`src/rtl/irgf_pkg.sv`:
```
// ----------------------------------------------------------------------------
// irgf_pkg
// Shared types and codes of the interval registry gap finder.
// ----------------------------------------------------------------------------
package irgf_pkg;

    localparam logic [1:0] REQ_CHECK = 2'd0;
    localparam logic [1:0] REQ_OVL   = 2'd1;
    localparam logic [1:0] REQ_FLUSH = 2'd2;

    localparam logic [1:0] KIND_GAP  = 2'd0;
    localparam logic [1:0] KIND_DONE = 2'd1;
    localparam logic [1:0] KIND_OVL  = 2'd2;
    localparam logic [1:0] KIND_ERR  = 2'd3;

    localparam logic [1:0] ERR_NONE  = 2'd0;
    localparam logic [1:0] ERR_ARG   = 2'd1;
    localparam logic [1:0] ERR_FULL  = 2'd2;

    // datapath commands
    typedef enum logic [4:0] {
        OP_NONE,
        OP_LOAD,
        OP_READ,
        OP_SCAN,
        OP_TAIL,
        OP_OVL,
        OP_FLUSH,
        OP_MERGE_SETUP,
        OP_INS_SETUP,
        OP_SHIFT_RD,
        OP_SHIFT_WR,
        OP_WR_NEW,
        OP_GAP_RD,
        OP_OUT_GAP,
        OP_OUT_DONE,
        OP_OUT_ERR_ARG,
        OP_OUT_ERR_FULL,
        OP_OUT_OVL
    } dp_op_t;

    // datapath status
    typedef struct packed {
        logic [1:0] req_type;
        logic       bad;
        logic       ovl_empty;
        logic       want;
        logic       cov;
        logic       stop;
        logic       more;
        logic       first_found;
        logic       full;
        logic       merge_more;
        logic       ins_more;
        logic       gaps_zero;
        logic       gap_last;
        logic       out_free;
    } dp_status_t;

endpackage

```
`src/rtl/irgf_ctrl.sv`:
```
// ----------------------------------------------------------------------------
// irgf_ctrl
// Request sequencer: scan, merge/insert shift, gap emission, responses.
// ----------------------------------------------------------------------------
module irgf_ctrl (
    input  logic                 clk,
    input  logic                 rst_n,
    input  logic                 in_valid,
    output logic                 in_ready,
    input  irgf_pkg::dp_status_t st,
    output irgf_pkg::dp_op_t     op
);
    import irgf_pkg::*;

    typedef enum logic [3:0] {
        S_IDLE,
        S_DISPATCH,
        S_C_RD,
        S_C_SCAN,
        S_DECIDE,
        S_M_LOOP,
        S_M_WR,
        S_I_LOOP,
        S_I_WR,
        S_FIN,
        S_G_RD,
        S_G_OUT,
        S_O_RD,
        S_O_SCAN,
        S_RESP
    } state_t;

    state_t   state_reg, state_next;
    dp_op_t   resp_reg, resp_next;

    assign in_ready = (state_reg == S_IDLE);

    always_comb
    begin
        state_next = state_reg;
        resp_next  = resp_reg;
        op         = OP_NONE;
        unique case (state_reg)
            S_IDLE:
            begin
                if (in_valid)
                begin
                    op         = OP_LOAD;
                    state_next = S_DISPATCH;
                end
            end
            S_DISPATCH:
            begin
                state_next = S_RESP;
                resp_next  = OP_OUT_DONE;
                case (st.req_type)
                    REQ_CHECK:
                    begin
                        if (st.bad)
                            resp_next = OP_OUT_ERR_ARG;
                        else
                            state_next = S_C_RD;
                    end
                    REQ_OVL:
                    begin
                        resp_next = OP_OUT_OVL;
                        if (!st.ovl_empty)
                            state_next = S_O_RD;
                    end
                    REQ_FLUSH: op = OP_FLUSH;
                    default: ;
                endcase
            end
            S_C_RD:
            begin
                if (st.cov)
                begin
                    resp_next  = OP_OUT_DONE;
                    state_next = S_RESP;
                end
                else if (!st.stop && st.more)
                begin
                    op         = OP_READ;
                    state_next = S_C_SCAN;
                end
                else
                begin
                    op         = OP_TAIL;
                    state_next = S_DECIDE;
                end
            end
            S_C_SCAN:
            begin
                op         = OP_SCAN;
                state_next = S_C_RD;
            end
            S_DECIDE:
            begin
                if (st.first_found)
                begin
                    op         = OP_MERGE_SETUP;
                    state_next = S_M_LOOP;
                end
                else if (st.full)
                begin
                    resp_next  = OP_OUT_ERR_FULL;
                    state_next = S_RESP;
                end
                else
                begin
                    op         = OP_INS_SETUP;
                    state_next = S_I_LOOP;
                end
            end
            S_M_LOOP:
            begin
                if (st.merge_more)
                begin
                    op         = OP_SHIFT_RD;
                    state_next = S_M_WR;
                end
                else
                begin
                    op         = OP_WR_NEW;
                    state_next = S_FIN;
                end
            end
            S_M_WR:
            begin
                op         = OP_SHIFT_WR;
                state_next = S_M_LOOP;
            end
            S_I_LOOP:
            begin
                if (st.ins_more)
                begin
                    op         = OP_SHIFT_RD;
                    state_next = S_I_WR;
                end
                else
                begin
                    op         = OP_WR_NEW;
                    state_next = S_FIN;
                end
            end
            S_I_WR:
            begin
                op         = OP_SHIFT_WR;
                state_next = S_I_LOOP;
            end
            S_FIN:
            begin
                if (!st.want || st.gaps_zero)
                begin
                    resp_next  = OP_OUT_DONE;
                    state_next = S_RESP;
                end
                else
                    state_next = S_G_RD;
            end
            S_G_RD:
            begin
                op         = OP_GAP_RD;
                state_next = S_G_OUT;
            end
            S_G_OUT:
            begin
                if (st.out_free)
                begin
                    op         = OP_OUT_GAP;
                    state_next = st.gap_last ? S_IDLE : S_G_RD;
                end
            end
            S_O_RD:
            begin
                if (!st.stop && st.more)
                begin
                    op         = OP_READ;
                    state_next = S_O_SCAN;
                end
                else
                    state_next = S_RESP;
            end
            S_O_SCAN:
            begin
                op         = OP_OVL;
                state_next = S_O_RD;
            end
            S_RESP:
            begin
                if (st.out_free)
                begin
                    op         = resp_reg;
                    state_next = S_IDLE;
                end
            end
            default: state_next = S_IDLE;
        endcase
    end

    always_ff @(posedge clk or negedge rst_n)
    begin
        if (!rst_n)
        begin
            state_reg <= S_IDLE;
            resp_reg  <= OP_OUT_DONE;
        end
        else
        begin
            state_reg <= state_next;
            resp_reg  <= resp_next;
        end
    end

endmodule

```
`config.mk`:
```
export PLATFORM = sky130hd
export DESIGN_NAME = irgf_ctrl
export DESIGN_NICKNAME = d
export VERILOG_FILES = /design/src/rtl/irgf_pkg.sv /design/src/rtl/irgf_ctrl.sv
export SDC_FILE = /design/constraint.sdc
export NUM_CORES = 1
export LEC_CHECK = 0
export ABC_AREA = 1
export CAP_MARGIN = 10
export CELL_PAD_IN_SITES_DETAIL_PLACEMENT = 1
export CELL_PAD_IN_SITES_GLOBAL_PLACEMENT = 2
export CORE_MARGIN = 3
export CORE_UTILIZATION = 29
export DETAILED_ROUTE_END_ITERATION = 7
export DONT_BUFFER_PORTS = 1
export HOLD_SLACK_MARGIN = 0.05
export PLACE_DENSITY_LB_ADDON = 0.05
export SETUP_SLACK_MARGIN = 0.3
export SLEW_MARGIN = 20
export SYNTH_ARGS = -nofsm -noshare
export SYNTH_HDL_FRONTEND = slang
export SYNTH_SLANG_ARGS = --single-unit
export TNS_END_PERCENT = 5
```
`constraint.sdc`:
```
create_clock -name clk -period 1.83 [get_ports clk]
set_input_delay 0.366 -clock clk [delete_from_list [all_inputs] [get_ports clk]]
set_output_delay 0.366 -clock clk [all_outputs]
set_load 0.02 [all_outputs]
```
==> results.txt, run 1 <==
----------------------------------------------------
[Route]
  DR pass1 iterations ... 4
  DRC Markers ... 0
  Total wire length ... ~3.6 mm
  Average wire per standard cell ... about 16 µm
  DRT iter0 DRCs ... 45
  Antenna violation net count after detailed routing ... 0
  Vias after detailed routing ... 1146
  Average vias per placed instance ... between 5 and 6

[Power and ir drop]
  Proportion of power drawn by combinational gates ... approximately four fifths
  Design Power ... approximately 2.3 mW
  Cell Int Power ... around 1000 µW
  Power share of the sequential group ... 15.5%
  Maximum resistive drop on vdd ... about 0.64 mV
  Cell area power density ... about 1800 mW/mm²
  Switching power of the nets ... between 1 and 1.5 mW
  Static leakage ... 0.721 nW
  Clock network fraction of design power ... around 6.3%
  Sw Ratio ... a little under three fifths

[Synthesis]
  Dominant synthesized flop cell ... sky130_fd_sc_hd__dfrtp_1
  Number of enable-type register cells in the synthesized netlist ... 0
  Fraction of synthesized area in multiplexers ... 0%
  Total of warnings raised by yosys ... 0
  Area fraction of the dominant cell type after synthesis ... between 20% and 30%
  Post-Synthesis Cell Area ... 900 µm²
  Number of distinct library cells after synthesis ... 20
  Arithmetic-cell share of the synthesized area counting full adders, half adders and majority gates ... 0%
  Mean instance size in the synthesized netlist ... roughly 5.3 µm²
  Cell type with the largest total area after synthesis ... sky130_fd_sc_hd__nand2_1
  Top post-synthesis cells by area ... sky130_fd_sc_hd__nand2_1 25%, sky130_fd_sc_hd__dfrtp_1 17%, sky130_fd_sc_hd__nor2_1 13%
  Post-synthesis sequential area ratio ... between 10% and 20%
  Largest family of logic cells by synthesized area ... simple AND/OR/NAND/NOR gates
  Synth Area in Compound Gates ... under 10%
  Area share of and/or/nand/nor cells after synthesis ... 64.0%
  Fraction of synthesis flops using an asynchronous set or reset pin ... 100%
  Flop and latch count out of synthesis ... 7
  Post-synth net total ... about 190
  Share of the synthesized netlist area taken by xor and xnor gates ... 0%
  Cell count after synthesis ... roughly 170

[Cells and area]
  Layout Nets ... around 210
  Flip-flop count of the largest register, all copies and words added ... 4
  P&R area growth vs syn ... 39.4%
  Util after Layout ... around 44%
  Final non-filler cell total ... ~230
  Most frequent cells in the layout ... 48 x sky130_fd_sc_hd__nand2_1, 21 x sky130_fd_sc_hd__nor2_1, 20 x sky130_fd_sc_hd__inv_1, 17 x sky130_fd_sc_hd__nand3_1, 17 x sky130_fd_sc_hd__buf_4
  Diode count ... 0
  Layout cells sized above 1 ... ~36%
  Leading cell type in the layout, fill and taps excluded ... sky130_fd_sc_hd__nand2_1
  # fillers ... 424

[CTS]
  Clock Latency Late Sink ... roughly 0.26 ns
  Inserted Clock Buffers ... 3
  Clock sink count ... 7
  Clock slew seen by the registers of the worst setup and hold paths ... roughly 0.05 ns
  Number of levels in the clock H-tree ... 1
  Root Buffer Master ... sky130_fd_sc_hd__clkbuf_4
  Largest buffer count on any clock path ... 2
  CTS tree ... built

[Worst setup path]
  Startpoint class of the critical path ... flip-flop
  Setup crit end kind ... output pin
  List of cells traversed by the critical path ... nor2_4 > nand2_2 > nor2_4 > nand2_2 > nand2_2 > inv_2 > nand4_1
  Top cell by count, worst path ... sky130_fd_sc_hd__nand2_2
  Stage delay of the slowest cell on the critical path ... 0.47 ns
  Buf+Inv Stages, Crit Path ... 1
  Cell family with most CP delay ... simple AND/OR/NAND/NOR gates
  Arrival time reported for the critical path endpoint ... about 1.5 ns
  Critical-path maximum fanout ... 5
  Type of the setup path with the least slack ... flip-flop to output pin
  Cell with the largest stage delay on the worst path ... sky130_fd_sc_hd__dfrtp_2
  R2R Setup Slk ... roughly 0.35 ns
  Critical path required time ... 1.46 ns

[Die]
  Starting density of the core ... between 30% and 40%
  Die area ... 0.00381 mm²
  Number of top-level pins ... 24
  Placeable core area ... around 0.0029 mm²
  Die Height ... 61.7 µm
  Standard-cell rows ... 19
  Die Width ... about 62 µm

[Min path]
  Kind of path behind the tightest hold check ... input port to flip-flop

[Timing]
  Worst Tran Pin Value ... approximately 0.36 ns
  RSZ-0062 raised after global routing ... true
  Count of final max-slew check failures ... 0
  Remaining max-slew budget at the tightest pin ... 75.6%
  Final setup slack of the worst path ... -0.0809 ns
  Shortest period the worst path allows ... approximately 1.9 ns
  Maximum clock rate ... ~520 MHz
  Final worst clock skew ... 0.000869 ns
  Worst hold slack ... ~0.37 ns
  Finish-stage setup viols ... 4
  Number of hold-slack violations in the final timing report ... 0
  Tcrit/Tclk final ... 104%

[Global route]
  Combined global-route utilization of all metal layers ... 21.1%
  Global-route wire length before repair ... 5.75 mm
  Largest net degree at the start of global routing ... 9
  Number of global-route vias before repair ... 1187
  Leftover overflow at the end of global routing ... 0
  Number of antenna violations at the first check in global routing ... 0

[Placement]
  Cell total after placement ... 211
  Routability-driven placement congestion ratio ... between 0.8 and 0.9
  Detailed-placement wirelength estimate ... ~2.9 mm
  Number of buffer cells added on primary ports ... 0

[Flow run]
  Max-cap violations ... 0

[Outcome]
  Outcome ... finished, violations left
  Violated checks ... setup timing

----------------------------------------------------
## final cells by class
cell class                      count  area (µm²)  area share, %
Inverter                           28         108           8.58
Timing Repair Buffer               20         169           13.5
Sequential cell                     7         179           14.3
Clock buffer                        4        26.3           2.10
Multi-Input combinational cell    136         733           58.5
Tap cell                           31        38.8           3.09
## what timing repair did
action,CTS,global route
gates resized for setup,28,17
pin swaps,14,14
hold endpoints to repair,7,0
cloned,0,0
buffers inserted,8,2
setup endpoints to repair,9,12
hold buffers,1,0
## cell families after synthesis
family | Yosys count
and+or+nand+nor | 128
AOI/OAI and AO/OA | 8
buffers and inverters | 28
DFF | 7
## tightest hold or removal path: stages
cell,delay [ns]
sky130_fd_sc_hd__inv_1,0.06
sky130_fd_sc_hd__nand2_1,0.10
sky130_fd_sc_hd__nand2_1,0.06
## synthesized netlist by cell type (2+ instances only)
library cell	count
sky130_fd_sc_hd__nand2_1	61
sky130_fd_sc_hd__nor2_1	30
sky130_fd_sc_hd__inv_1	25
sky130_fd_sc_hd__nand3_1	19
sky130_fd_sc_hd__dfrtp_1	6
sky130_fd_sc_hd__nand4_1	4
sky130_fd_sc_hd__a21oi_1	3
sky130_fd_sc_hd__inv_2	3
sky130_fd_sc_hd__nor2_2	3
sky130_fd_sc_hd__nor2_4	3
sky130_fd_sc_hd__o21ai_0	3
sky130_fd_sc_hd__nand2_2	2
sky130_fd_sc_hd__nand3b_1	2
## metal layers
metal | GRT usage, % | wire length, µm | share of wire, % | vias to the layer above
met5 | 0 | 0 | 0 | -
met4 | 2.73 | 18 | 0.50 | 0
li1 | - | - | - | 576
met2 | 36.0 | 1800 | 50 | 34
met1 | 27.7 | 1580 | 44 | 534
met3 | 5.17 | 187 | 5.2 | 2
## path summary, 6_finish.rpt
kind / endpoint / cells after the start / start
worst min-delay path: state_reg[0] / 3 / st[0]
max in group asynchronous: resp_reg[3] / 1 / rst_n
worst min register to register: resp_reg[3] / 2 / resp_reg[3]
worst max-delay path: op[3] / 7 / state_reg[0]
min in group asynchronous: state_reg[2] / 1 / rst_n
worst max register to register: state_reg[1] / 11 / state_reg[1]
## through the flow
stage               cell area [µm²]  setup TNS [ns]  setup WS [ns]
floorplan                       900               0          0.245
global placement               1010               0         0.0378
detailed placement             1010               0         0.0393
CTS                            1180          -0.255        -0.0747
global route                   1250          -0.555         -0.158
finish                         1250          -0.285        -0.0809
## power groups by stage
stage / clock network, mW / logic, mW / registers, mW
6_report: 0.145 / 1.78 / 0.354
2_1_floorplan: 0 / 0.977 / 0.326
4_1_cts: 0.147 / 1.66 / 0.346
3_3_place_gp: 0 / 1.41 / 0.333
5_1_grt: 0.166 / 1.97 / 0.365
3_5_place_dp: 0 / 1.41 / 0.339
Power figures use the tool's default switching activity.
==> run 2, diff against run 1 <==
- CORE_MARGIN: 3 -> default
==> results.txt, run 2 (synthesis results as in run 1) <==
----------------------------------------------------
[Outcome]
  Outcome ... finished, violations left
  Violated checks ... setup timing

[Power and ir drop]
  Cell Int Power ... 1.20 mW
  Switching power of the nets ... 1.51 mW
  Clock network fraction of design power ... between 5 and 6%
  Static leakage ... between 0.7 and 0.8 nW
  Sw Ratio ... 55.8%
  Cell area power density ... about 1900 mW/mm²
  Maximum resistive drop on vdd ... approximately 0.7 mV
  Proportion of power drawn by combinational gates ... about four fifths
  Power share of the sequential group ... approximately 15%
  Design Power ... about 2.7 mW

[Worst setup path]
  Number of cells traversed by the worst register-to-register path ... 11
  Reg-to-reg critical path startpoint ... state_reg[2]
  Type of the setup path with the least slack ... flip-flop to output pin
  Stage delay of the slowest cell on the critical path ... 0.49 ns
  Critical path required time ... roughly 1.5 ns
  Startpoint class of the critical path ... flip-flop
  Critical path origin ... state_reg[3]
  R2R Setup Slk ... around 0.19 ns
  Endpoint of the most critical register-to-register path ... state_reg[0]
  Setup crit end kind ... output pin
  List of cells traversed by the critical path ... nand2_4 > inv_6 > buf_6 > nand3_4 > inv_1 > nor2_1 > nand4_1
  End point of the critical path ... op[1]
  Arrival time reported for the critical path endpoint ... approximately 1.6 ns
  Critical-path maximum fanout ... 5
  Cell with the largest stage delay on the worst path ... sky130_fd_sc_hd__dfrtp_2

[Cells and area]
  Most frequent cells in the layout ... 35 x sky130_fd_sc_hd__nand2_1, 23 x sky130_fd_sc_hd__nand2_2, 22 x sky130_fd_sc_hd__nor2_1, 19 x sky130_fd_sc_hd__inv_1, 18 x sky130_fd_sc_hd__buf_4
  Layout cells sized above 1 ... a little under half
  Layout Nets ... 220
  Leading cell type in the layout, fill and taps excluded ... sky130_fd_sc_hd__nand2_1
  # fillers ... between 300 and 400
  Flip-flop count of the largest register, all copies and words added ... 4
  Diode count ... 0
  P&R area growth vs syn ... 57.4%
  Util after Layout ... between 40% and 50%

[Placement]
  Pre-CTS WS ... -0.000242 ns
  Detailed-placement wirelength estimate ... approximately 2.8 mm
  Number of buffer cells added on primary ports ... 0
  Routability-driven placement congestion ratio ... just under 0.9

[Timing]
  Total negative setup slack ... -0.223 ns
  Tcrit/Tclk final ... 105%
  Worst hold slack ... between 0.4 and 0.5 ns
  Shortest period the worst path allows ... 1.92 ns
  Count of final max-slew check failures ... 0
  Number of hold-slack violations in the final timing report ... 0
  Final setup slack of the worst path ... -0.0875 ns
  Maximum clock rate ... 522 MHz
  Worst Tran Pin Value ... between 0.3 and 0.4 ns
  Remaining max-slew budget at the tightest pin ... between 70% and 80%
  RSZ-0062 raised after global routing ... true
  Final worst clock skew ... 0.00329 ns
  Finish-stage setup viols ... 4

[Global route]
  Number of antenna violations at the first check in global routing ... 0
  Number of global-route vias before repair ... 1271
  Combined global-route utilization of all metal layers ... about a quarter
  Leftover overflow at the end of global routing ... 0
  Global-route wire length before repair ... 5.89 mm
  Largest net degree at the start of global routing ... 8

[CTS]
  Number of levels in the clock H-tree ... 1
  Inserted Clock Buffers ... 3
  Clock slew seen by the registers of the worst setup and hold paths ... 0.05 ns
  Largest buffer count on any clock path ... 2
  Root Buffer Master ... sky130_fd_sc_hd__clkbuf_4
  Clock Latency Late Sink ... 0.25 ns
  CTS tree ... built
  Clock sink count ... 7

[Min path]
  Kind of path behind the tightest hold check ... input port to flip-flop

[Die]
  Die Width ... 57.7 µm
  Die area ... about 0.0033 mm²
  Number of top-level pins ... 24
  Placeable core area ... roughly 0.0029 mm²
  Starting density of the core ... 31.5%
  Die Height ... around 58 µm
  Standard-cell rows ... 19

[Route]
  Average vias per placed instance ... approximately 5.2
  Average wire per standard cell ... 16.9 µm
  Antenna violation net count after detailed routing ... 0
  DRC Markers ... 0
  Vias after detailed routing ... around 1200
  Total wire length ... ~4 mm
  DRT iter0 DRCs ... 50
  DR pass1 iterations ... 4

[Flow run]
  Max-cap violations ... 0

----------------------------------------------------
run 2: worst min path at each step:
| stage | startpoint | to | slack [ns] | cells after the start |
|---|---|---|---|---|
| 2_1_floorplan | rst_n | resp_reg[0] | 0.07 | 0 |
| 3_3_place_gp | rst_n | state_reg[3] | 0.07 | 0 |
| 3_5_place_dp | rst_n | state_reg[3] | 0.07 | 0 |
| 4_1_cts | st[0] | state_reg[0] | 0.34 | 3 |
| 5_1_grt | st[0] | state_reg[0] | 0.41 | 3 |
| 6_report | st[10] | resp_reg[3] | 0.41 | 5 |
run 2: metal layers:
layer	part of all wire [%]	wire [µm]	vias up	track usage, %
li1	-	-	587	-
met1	43	1680	588	29.9
met2	52	2040	30	40.4
met3	4.1	160	6	4.46
met4	1.0	40	0	8.16
met5	0	0	-	0
run 2: critical path: cells and delay by family (launching register included):
kind,cells,cell delay [ns]
buffers and inverters,3,0.21
DFF,1,0.49
and+or+nand+nor,4,0.59
run 2: repair_timing:
item                       4_1_cts  5_1_grt
buffers inserted                15        3
pin swaps                       18       30
gates resized for setup         39       44
hold buffers                     1        0
setup endpoints to repair        6       12
hold endpoints to repair         7        0
run 2: power by group through the flow:
stage | Sequential [mW] | Clock, mW | Combinational, mW
6_report | 0.400 | 0.141 | 2.17
5_1_grt | 0.412 | 0.157 | 2.33
4_1_cts | 0.366 | 0.145 | 1.83
3_5_place_dp | 0.337 | 0 | 1.39
3_3_place_gp | 0.334 | 0 | 1.38
2_1_floorplan | 0.326 | 0 | 0.977
run 2: cell type report:
class | instances | area, µm² | area share, %
clock buffer | 4 | 26.3 | 1.86
inverter | 28 | 120 | 8.48
multi-input combinational | 136 | 827 | 58.4
sequential | 7 | 180 | 12.7
tap | 31 | 38.8 | 2.74
timing repair buffer | 26 | 224 | 15.8
run 2: stage by stage:
stage,cell area [µm²],std cells
after floorplan,900,171
after global placement,991,209
after detailed placement,991,209
after CTS,1240,229
after global routing,1420,232
final,1420,232
